### src/rtl/lni_pkg.sv
// Shared types, constants and helpers for the lattice neighbor index block.
// Used by lni_coord_split and lattice_neighbor_index; depends on nothing.
package lni_pkg;

	localparam int SITE_W    = 12;
	localparam int SIDE_W    = 13;
	localparam int AXIS_W    = 2;
	localparam int DIM_W     = 2;
	localparam int CIDX_W    = 3;
	localparam int MAX_SIDE  = 4096;
	localparam int MAX_SITES = 4096;
	localparam int DIV_STEPS = SITE_W;
	localparam int SPLIT_STAGES = 2 * DIV_STEPS;

	localparam logic [AXIS_W-1:0] AXIS_X = 2'd0;
	localparam logic [AXIS_W-1:0] AXIS_Y = 2'd1;
	localparam logic [AXIS_W-1:0] AXIS_Z = 2'd2;

	typedef enum logic [CIDX_W-1:0] {
		CFG_SIDE_X    = 3'd0,
		CFG_SIDE_Y    = 3'd1,
		CFG_SIDE_Z    = 3'd2,
		CFG_DIMENSION = 3'd3,
		CFG_WRAP_X    = 3'd4,
		CFG_WRAP_Y    = 3'd5,
		CFG_WRAP_Z    = 3'd6
	} lni_cfg_idx_t;

	typedef struct packed {
		logic [SITE_W-1:0] site;
		logic [AXIS_W-1:0] axis;
		logic              backward;
	} lni_in_t;

	typedef struct packed {
		logic [SITE_W-1:0] neighbor;
		logic              neighbor_valid;
		logic [SITE_W-1:0] coord_x;
		logic [SITE_W-1:0] coord_y;
		logic [SITE_W-1:0] coord_z;
		logic              site_error;
	} lni_out_t;

	typedef struct packed {
		logic [SIDE_W-1:0] len_x;
		logic [SIDE_W-1:0] len_y;
	} lni_geom_t;

	// one beat inside the split pipeline
	typedef struct packed {
		logic [SITE_W-1:0] site;
		logic [AXIS_W-1:0] axis;
		logic              backward;
		logic [SITE_W-1:0] num;
		logic [SITE_W-1:0] rem;
		logic [SITE_W-1:0] quo;
		logic [SITE_W-1:0] crd_x;
	} lni_div_t;

	function automatic logic [SIDE_W-1:0] clamp_side(input logic [SIDE_W-1:0] s);
		logic [SIDE_W-1:0] r;
		r = s;
		if (s == '0) begin
			r = SIDE_W'(1);
		end else if (s > SIDE_W'(MAX_SIDE)) begin
			r = SIDE_W'(MAX_SIDE);
		end
		return r;
	endfunction

endpackage

### src/rtl/lni_coord_split.sv
// Pipelined coordinate split: site / len_x, then quotient / len_y, one bit per stage.
// Depends on lni_pkg.
module lni_coord_split (
	input  logic               clk,
	input  logic               arst_n,
	input  logic               in_valid,
	input  lni_pkg::lni_in_t   in_item,
	input  lni_pkg::lni_geom_t geom,
	output logic               out_valid,
	output lni_pkg::lni_div_t  out_beat
);
	import lni_pkg::*;

	logic     vld_s [SPLIT_STAGES];
	lni_div_t dat_s [SPLIT_STAGES];

	for (genvar j = 0; j < SPLIT_STAGES; j++) begin : g_stg
		localparam int K = j % DIV_STEPS;
		lni_div_t          src;
		lni_div_t          nxt;
		logic              src_v;
		logic [SIDE_W-1:0] dvs;

		if (j == 0) begin : g_first
			always_comb begin
				src_v         = in_valid;
				src.site      = in_item.site;
				src.axis      = in_item.axis;
				src.backward  = in_item.backward;
				src.num       = in_item.site;
				src.rem       = '0;
				src.quo       = '0;
				src.crd_x     = '0;
			end
		end else if (j == DIV_STEPS) begin : g_turn
			always_comb begin
				src_v     = vld_s[j-1];
				src       = dat_s[j-1];
				src.num   = dat_s[j-1].quo;
				src.crd_x = dat_s[j-1].rem;
				src.rem   = '0;
				src.quo   = '0;
			end
		end else begin : g_mid
			always_comb begin
				src_v = vld_s[j-1];
				src   = dat_s[j-1];
			end
		end

		assign dvs = (j < DIV_STEPS) ? geom.len_x : geom.len_y;

		always_comb begin
			logic [SIDE_W-1:0] t;
			logic              ge;
			t  = {src.rem, src.num[SITE_W-1-K]};
			ge = (t >= dvs);
			nxt     = src;
			nxt.rem = ge ? SITE_W'(t - dvs) : SITE_W'(t);
			nxt.quo = {src.quo[SITE_W-2:0], ge};
		end

		always_ff @(posedge clk or negedge arst_n) begin
			if (!arst_n) begin
				vld_s[j] <= 1'b0;
			end else begin
				vld_s[j] <= src_v;
			end
		end

		always_ff @(posedge clk) begin
			dat_s[j] <= nxt;
		end
	end

	assign out_valid = vld_s[SPLIT_STAGES-1];
	assign out_beat  = dat_s[SPLIT_STAGES-1];

endmodule

### src/rtl/lattice_neighbor_index.sv
// Top level of the lattice neighbor index block: config registers, coordinate split,
// neighbor step and rebuild pipeline. Depends on lni_pkg and lni_coord_split.
//
// One query per clock, every clock: busy is always low, so start alone accepts a beat.
// Each result appears on result with done high for one cycle, once its query has passed
// through the pipeline: the two bit-serial divider chains (12 stages each) that split
// the site into coordinates, plus four stages for the step, two multiplies and the
// range check. The receiver cannot stall and nothing is buffered. Write configuration
// only while no query is in flight; cfg_ready is always high, and a query may follow
// a configuration write from the next cycle on.
module lattice_neighbor_index (
	input  logic                        clk,
	input  logic                        arst_n,
	input  logic                        start,
	input  lni_pkg::lni_in_t            item,
	output logic                        busy,
	output logic                        done,
	output lni_pkg::lni_out_t           result,
	input  logic                        cfg_valid,
	output logic                        cfg_ready,
	input  logic [lni_pkg::CIDX_W-1:0]  cfg_index,
	input  logic [lni_pkg::SIDE_W-1:0]  cfg_data
);
	import lni_pkg::*;

	logic [SIDE_W-1:0] side_x_q, side_y_q, side_z_q;
	logic [DIM_W-1:0]  dimension_q;
	logic              wrap_x_q, wrap_y_q, wrap_z_q;
	logic [SIDE_W-1:0] p01_q, total_q;

	logic [DIM_W-1:0]  dim_eff;
	logic [SIDE_W-1:0] len_x, len_y, len_z;
	lni_geom_t         geom;

	logic              split_v;
	lni_div_t          split_b;

	assign busy      = 1'b0;
	assign cfg_ready = 1'b1;

	always_ff @(posedge clk or negedge arst_n) begin
		if (!arst_n) begin
			side_x_q    <= SIDE_W'(1);
			side_y_q    <= SIDE_W'(1);
			side_z_q    <= SIDE_W'(1);
			dimension_q <= DIM_W'(1);
			wrap_x_q    <= 1'b0;
			wrap_y_q    <= 1'b0;
			wrap_z_q    <= 1'b0;
		end else if (cfg_valid && cfg_ready) begin
			case (cfg_index)
				CFG_SIDE_X:    side_x_q    <= cfg_data;
				CFG_SIDE_Y:    side_y_q    <= cfg_data;
				CFG_SIDE_Z:    side_z_q    <= cfg_data;
				CFG_DIMENSION: dimension_q <= cfg_data[DIM_W-1:0];
				CFG_WRAP_X:    wrap_x_q    <= cfg_data[0];
				CFG_WRAP_Y:    wrap_y_q    <= cfg_data[0];
				CFG_WRAP_Z:    wrap_z_q    <= cfg_data[0];
				default: ;
			endcase
		end
	end

	always_comb begin
		dim_eff = (dimension_q == '0) ? DIM_W'(1) : dimension_q;
		len_x   = clamp_side(side_x_q);
		len_y   = (dim_eff >= DIM_W'(2)) ? clamp_side(side_y_q) : SIDE_W'(1);
		len_z   = (dim_eff >= DIM_W'(3)) ? clamp_side(side_z_q) : SIDE_W'(1);
		geom.len_x = len_x;
		geom.len_y = len_y;
	end

	// saturating site count, two registered multiplies
	always_ff @(posedge clk or negedge arst_n) begin
		logic [2*SIDE_W-1:0] pa;
		logic [2*SIDE_W-1:0] pb;
		if (!arst_n) begin
			p01_q   <= SIDE_W'(1);
			total_q <= SIDE_W'(1);
		end else begin
			pa = (2*SIDE_W)'(len_x) * (2*SIDE_W)'(len_y);
			pb = (2*SIDE_W)'(p01_q) * (2*SIDE_W)'(len_z);
			p01_q   <= (pa > (2*SIDE_W)'(MAX_SITES)) ? SIDE_W'(MAX_SITES) : SIDE_W'(pa);
			total_q <= (pb > (2*SIDE_W)'(MAX_SITES)) ? SIDE_W'(MAX_SITES) : SIDE_W'(pb);
		end
	end

	lni_coord_split u_split (
		.clk       (clk),
		.arst_n    (arst_n),
		.in_valid  (start && !busy),
		.in_item   (item),
		.geom      (geom),
		.out_valid (split_v),
		.out_beat  (split_b)
	);

	// stage 1: step along the chosen axis
	logic              v_s1, ok_s1;
	logic [SITE_W-1:0] site_s1, cx_s1, cy_s1, cz_s1, nx_s1, ny_s1, nz_s1;

	logic [AXIS_W-1:0] ax;
	logic [SITE_W-1:0] c_cur, c_new;
	logic [SIDE_W-1:0] c_len;
	logic              c_wrap, c_ok;

	always_comb begin
		ax = (split_b.axis >= AXIS_W'(dim_eff)) ? AXIS_X : split_b.axis;
		case (ax)
			AXIS_Y: begin
				c_cur  = split_b.rem;
				c_len  = len_y;
				c_wrap = wrap_y_q;
			end
			AXIS_Z: begin
				c_cur  = split_b.quo;
				c_len  = len_z;
				c_wrap = wrap_z_q;
			end
			default: begin
				c_cur  = split_b.crd_x;
				c_len  = len_x;
				c_wrap = wrap_x_q;
			end
		endcase
		c_ok  = 1'b1;
		c_new = c_cur;
		if (!split_b.backward) begin
			if (({1'b0, c_cur} + SIDE_W'(1)) >= c_len) begin
				if (c_wrap) c_new = '0;
				else c_ok = 1'b0;
			end else begin
				c_new = c_cur + SITE_W'(1);
			end
		end else begin
			if (c_cur == '0) begin
				if (c_wrap) c_new = SITE_W'(c_len - SIDE_W'(1));
				else c_ok = 1'b0;
			end else begin
				c_new = c_cur - SITE_W'(1);
			end
		end
	end

	always_ff @(posedge clk or negedge arst_n) begin
		if (!arst_n) begin
			v_s1 <= 1'b0;
		end else begin
			v_s1 <= split_v;
		end
	end

	always_ff @(posedge clk) begin
		site_s1 <= split_b.site;
		cx_s1   <= split_b.crd_x;
		cy_s1   <= split_b.rem;
		cz_s1   <= split_b.quo;
		ok_s1   <= c_ok;
		nx_s1   <= (ax == AXIS_X) ? c_new : split_b.crd_x;
		ny_s1   <= (ax == AXIS_Y) ? c_new : split_b.rem;
		nz_s1   <= (ax == AXIS_Z) ? c_new : split_b.quo;
	end

	// stage 2: len_y * nz, kept mod 4096
	logic              v_s2, ok_s2;
	logic [SITE_W-1:0] site_s2, cx_s2, cy_s2, cz_s2, nx_s2, ny_s2, m1_s2;
	logic [SIDE_W+SITE_W-1:0] p1;

	assign p1 = (SIDE_W+SITE_W)'(len_y) * (SIDE_W+SITE_W)'(nz_s1);

	always_ff @(posedge clk or negedge arst_n) begin
		if (!arst_n) begin
			v_s2 <= 1'b0;
		end else begin
			v_s2 <= v_s1;
		end
	end

	always_ff @(posedge clk) begin
		site_s2 <= site_s1;
		cx_s2   <= cx_s1;
		cy_s2   <= cy_s1;
		cz_s2   <= cz_s1;
		ok_s2   <= ok_s1;
		nx_s2   <= nx_s1;
		ny_s2   <= ny_s1;
		m1_s2   <= p1[SITE_W-1:0];
	end

	// stage 3: len_x * (ny + m1), kept mod 4096
	logic              v_s3, ok_s3;
	logic [SITE_W-1:0] site_s3, cx_s3, cy_s3, cz_s3, nx_s3, m2_s3;
	logic [SITE_W-1:0] row;
	logic [SIDE_W+SITE_W-1:0] p2;

	assign row = m1_s2 + ny_s2;
	assign p2  = (SIDE_W+SITE_W)'(len_x) * (SIDE_W+SITE_W)'(row);

	always_ff @(posedge clk or negedge arst_n) begin
		if (!arst_n) begin
			v_s3 <= 1'b0;
		end else begin
			v_s3 <= v_s2;
		end
	end

	always_ff @(posedge clk) begin
		site_s3 <= site_s2;
		cx_s3   <= cx_s2;
		cy_s3   <= cy_s2;
		cz_s3   <= cz_s2;
		ok_s3   <= ok_s2;
		nx_s3   <= nx_s2;
		m2_s3   <= p2[SITE_W-1:0];
	end

	// stage 4: final add, range check, result register
	logic     v_s4;
	lni_out_t res_s4;
	lni_out_t res_d;
	logic     bad;

	always_comb begin
		bad   = ({1'b0, site_s3} >= total_q);
		res_d = '0;
		if (bad) begin
			res_d.site_error = 1'b1;
		end else begin
			res_d.coord_x        = cx_s3;
			res_d.coord_y        = cy_s3;
			res_d.coord_z        = cz_s3;
			res_d.neighbor_valid = ok_s3;
			res_d.neighbor       = ok_s3 ? (m2_s3 + nx_s3) : '0;
		end
	end

	always_ff @(posedge clk or negedge arst_n) begin
		if (!arst_n) begin
			v_s4 <= 1'b0;
		end else begin
			v_s4 <= v_s3;
		end
	end

	always_ff @(posedge clk) begin
		res_s4 <= res_d;
	end

	assign done   = v_s4;
	assign result = res_s4;

`ifndef SYNTHESIS
	a_done_follows_s3: assert property (@(posedge clk) disable iff (!arst_n)
		done |-> $past(v_s3))
		else $error("result strobe without a beat in the stage before");

	a_err_clears: assert property (@(posedge clk) disable iff (!arst_n)
		(done && result.site_error) |-> (!result.neighbor_valid && result.neighbor == '0
			&& result.coord_x == '0 && result.coord_y == '0 && result.coord_z == '0))
		else $error("site error with nonzero result fields");

	a_invalid_zero: assert property (@(posedge clk) disable iff (!arst_n)
		(done && !result.neighbor_valid) |-> (result.neighbor == '0))
		else $error("neighbor nonzero while not valid");

	a_coord_range: assert property (@(posedge clk) disable iff (!arst_n)
		(done && !result.site_error) |-> (({1'b0, result.coord_x} < len_x)
			&& ({1'b0, result.coord_y} < len_y)))
		else $error("coordinate outside its side length");
`endif

endmodule

### config.mk
export PLATFORM = sky130hd
export DESIGN_NAME = lattice_neighbor_index
export DESIGN_NICKNAME = d
export VERILOG_FILES = /design/src/rtl/lni_pkg.sv /design/src/rtl/lni_coord_split.sv /design/src/rtl/lattice_neighbor_index.sv
export SDC_FILE = /design/constraint.sdc
export NUM_CORES = 2
export LEC_CHECK = 0
export ABC_CLOCK_PERIOD_IN_PS = 11100
export BUFFER_PORTS_ARGS = -buffer_cell sky130_fd_sc_hd__buf_2
export CORE_AREA = 2 2 379 381
export CTS_CLUSTER_DIAMETER = 150
export CTS_CLUSTER_SIZE = 10
export DETAILED_ROUTE_END_ITERATION = 7
export DIE_AREA = 0 0 381 383
export GPL_ROUTABILITY_DRIVEN = 0
export MAX_ROUTING_LAYER = met4
export PLACE_DENSITY = 0.63
export SETUP_SLACK_MARGIN = 0.05
export SYNTH_ARGS = -nofsm -noshare
export SYNTH_HDL_FRONTEND = slang
export SYNTH_SLANG_ARGS = --single-unit
### constraint.sdc
create_clock -name clk -period 11.1 [get_ports clk]
set_input_delay 2.22 -clock clk [delete_from_list [all_inputs] [get_ports clk]]
set_output_delay 2.22 -clock clk [all_outputs]
set_load 0.02 [all_outputs]
==> run_results.csv <==
group,metric,value,unit
outcome,status,"complete, no violations",
floorplanning,start_util,0.445,
yosys,yosys_most_used_dff,"dfxtp_1",
timing,rsz0062_at_grt,"no",
clock_network,path_clk_slew,0.06,ns
place,dp_cells,7797,
yosys,muxShareOfSynthArea,0.0495,
clock_network,cts_buffers,158,
worst_setup_path,cp_max_fo,19,
worst_setup_path,cpMostUsedCell,"fa_1",
yosys,synth_edf_count,0,
clock_network,clockBufferDepth,3,
route,m1WireLength,63.3,mm
place,placement.io_buffers,85,
route,antenna_left,0,
power_and_ir_drop,leakage,32.4,nW
yosys,synth_top_family_by_area,"adder cells",
yosys,yosysTopAreaCellShare,0.413,
global_route,overflow,0,
global_route,grt_max_degree,61,
global_route,grtUsageTotal,0.200,
final_layout,final_cell_count_no_fill,7986,
yosys,synth_cell_types,91,
worst_setup_path,cp.arrival,9.39,ns
floorplanning,die_w,381,um
worst_setup_path,cp-start-kind,"flip-flop",
timing,fin_setup_tns,0,ns
yosys,async_flop_share,0.0698,
yosys,syn-instance-count,5892,
final_layout,postLayoutCellArea,70500,sq um
route,routedWlPerCell,17.7,um
worst_setup_path,cp_data_required_time,11.78,ns
yosys,yosys.area_share.adder,0.217,
clock_network,cts_setup_buffers,0,
global_route,grt_pass1_wl,224,mm
floorplanning,rows,139,
timing,skew,0.0700,ns
yosys,yosysMostFrequentCell,"dfxtp_1",
floorplanning,die_area,146000,sq um
worst_setup_path,cp.depth,24,
yosys,synthTopCellsByArea,"dfxtp_1 (41%), fa_1 (11%), ha_1 (11%)",
clock_network,cts_tree,"yes",
timing,min_period,8.71,ns
job,cap_violations,0,
timing,fin_crit_sh,0.785,
power_and_ir_drop,vdd_drop_max,0.448,mV
route,via_per_inst,5.11,
worst_setup_path,cp_top_family,"simple AND/OR/NAND/NOR gates",
floorplanning,num_io_pins,88,
global_route,grt_pass1_vias,40900,
route,drt_iter0_markers,2547,
clock_network,cts_hold_buf,0,
yosys,netlist_top_cells_count,"dfxtp_1 (1307), inv_1 (636), ha_1 (546)",
worst_setup_path,path_class,"reg2reg",
route,dr_wl_met2,65.8,mm
floorplanning,core,142000,sq um
yosys,avgSynthCellArea,10.8,sq um
power_and_ir_drop,power_density,360,nW/um^2
final_layout,drive_gt1_frac,0.0982,
clock_network,htreeDepth,4,
yosys,ys_seq_area_frac,0.452,
clock_network,cts_resized,0,
timing,drv_slew,0,
yosys,synthSimpleGateAreaFrac,0.111,
clock_network,clkLatencyLatePin,0.82,ns
worst_setup_path,critPathBufInv,3,
route,vias,40800,
route,routed.top_layer,"met4",
min_path,hold_class,"reg2reg",
yosys,synth_warnings,0,
timing,finalWorstSetupSlack,2.39,ns
yosys,synth_compound_area_frac,0.0792,
clock_network,root_buffer,"clkbuf_16",
place,hpwlAfterDp,104,mm
worst_setup_path,end_kind,"flip-flop",
worst_setup_path,cp_slowest_stage_delay,0.66,ns
yosys,synth_seq_cells,1405,
yosys,synthesis.area,63300,sq um
place,dp_slack,2.45,ns
final_layout,nets,6979,
route,met3WireLength,7.76,mm
worst_setup_path,r2r_cells,24,
timing,clock.fmax,0.115,GHz
clock_network,numClockSinks,1405,
final_layout,areaGrowthSynthToFinish,11.3,%
yosys,synthXorXnorAreaFrac,0.0438,
global_route,antenna_found_initial,1,
yosys,synth_top_cell_by_area,"dfxtp_1",
power_and_ir_drop,p_total,0.0254,W
yosys,syn_nets,6817,
worst_setup_path,path_cells,"or4_4 > nor4_4 > xor2_2 > nor2_1 > and2_1 > nand2_1 > fa_1 > fa_1 > inv_1 > fa_1 > fa_1 > inv_1 > fa_1 > inv_1 > ha_1 > a21o_1 > a21o_1 > a31oi_1 > o21ai_0 > a221oi_1 > mux2i_1 > nor3_1 > nand4_1 > nor3_1",
route,first_pass_iters,5,
floorplanning,fp.dieH,383,um
timing,hold_viol_final,0,
timing,tightest_slew,1.29,ns
timing,slew_headroom,0.137,
place,place_area,66100,sq um
route,drc,0,
timing,setup_viol,0,
worst_setup_path,worst_path_max_delay_cell,"nor2_1",
min_path,hold_depth,0,
route,routed_wl,141,mm
-- kinds of logic after synthesis --
kind of cell	after synthesis
simple gates	1424
flops	1405
fa+ha+maj	890
buf+inv	795
compound gates	777
xor+xnor	313
mux	286
other cells	2
-- stage by stage --
| stage | hold WS (ns) | utilization |
|---|---|---|
| final | 0.301 | 0.496 |
| after global routing | 0.297 | 0.496 |
| after CTS | 0.294 | 0.496 |
| after detailed placement | 0.312 | 0.465 |
| after global placement | 0.310 | 0.465 |
| after floorplan | 0.310 | - |
-- cell type report --
type	instances	area, sq um
Antenna cell	2	5.00
Multi-Input combinational cell	3692	31700
Sequential cell	1405	28600
Clock buffer	173	4050
Inverter	646	2420
Clock inverter	14	367
Tap cell	1903	2380
Timing Repair Buffer	151	923
Fill cell	12800	71700
-- sequential cells by signal, indices dropped and copies added (netlist names), 13 cells and up --
name and cells:
p01_q 13, result 50, side_x_q 13, side_y_q 13, side_z_q 13, total_q 13, u_split.dat_s 1014, u_split.g_stg.src_v 23
-- metal layers --
metal  track usage  vias to the layer above
met3        0.0366                      269
met2         0.317                     1071
li1              -                    19700
met1         0.257                    19800
met4        0.0699                        0
met5             -                        -
-- power by group --
part           internal (W)  leakage [nW]  switching (W)
sequential          0.00696          12.2       0.000858
combinational       0.00576          18.1        0.00722
clock               0.00259          2.14        0.00196
-- final timing paths --
check,slack (ns),end,start
worst min register to register,0.30,u_split.dat_s[2][166],u_split.dat_s[2][103]
max in group asynchronous,8.46,p01_q[12],arst_n
worst max register to register,2.39,total_q[6],side_z_q[1]
min in group asynchronous,1.40,u_split.g_stg[3].src_v,arst_n
worst max-delay path,2.39,total_q[6],side_z_q[1]
worst min-delay path,0.30,u_split.dat_s[2][166],u_split.dat_s[2][103]
-- cell usage in the layout (no fill, tap or decap), drive strengths merged, types with 16 or more instances in the layout --
master  synthesis  routed
dfxtp        1307    1307
inv           639     642
ha            546     546
nand2         458     458
fa            344     344
nor2          293     293
mux2          220     220
xnor2         215     215
o21ai         208     208
a21oi         183     183
clkbuf        126     173
nor2b         153     153
buf            23     151
a21o          120     120
and3          109     109
xor2           96      96
dfrtp          92      92
nor3           70      70
nand4          67      67
and2           67      67
mux2i          66      66
nand2b         57      57
nand3          55      55
a211oi         46      46
o21bai         35      35
a21boi         33      33
nor4           25      25
or3            24      24
clkinv          7      18
a221o          17      17
o21a           16      16
(Power assumes the default switching activity.)
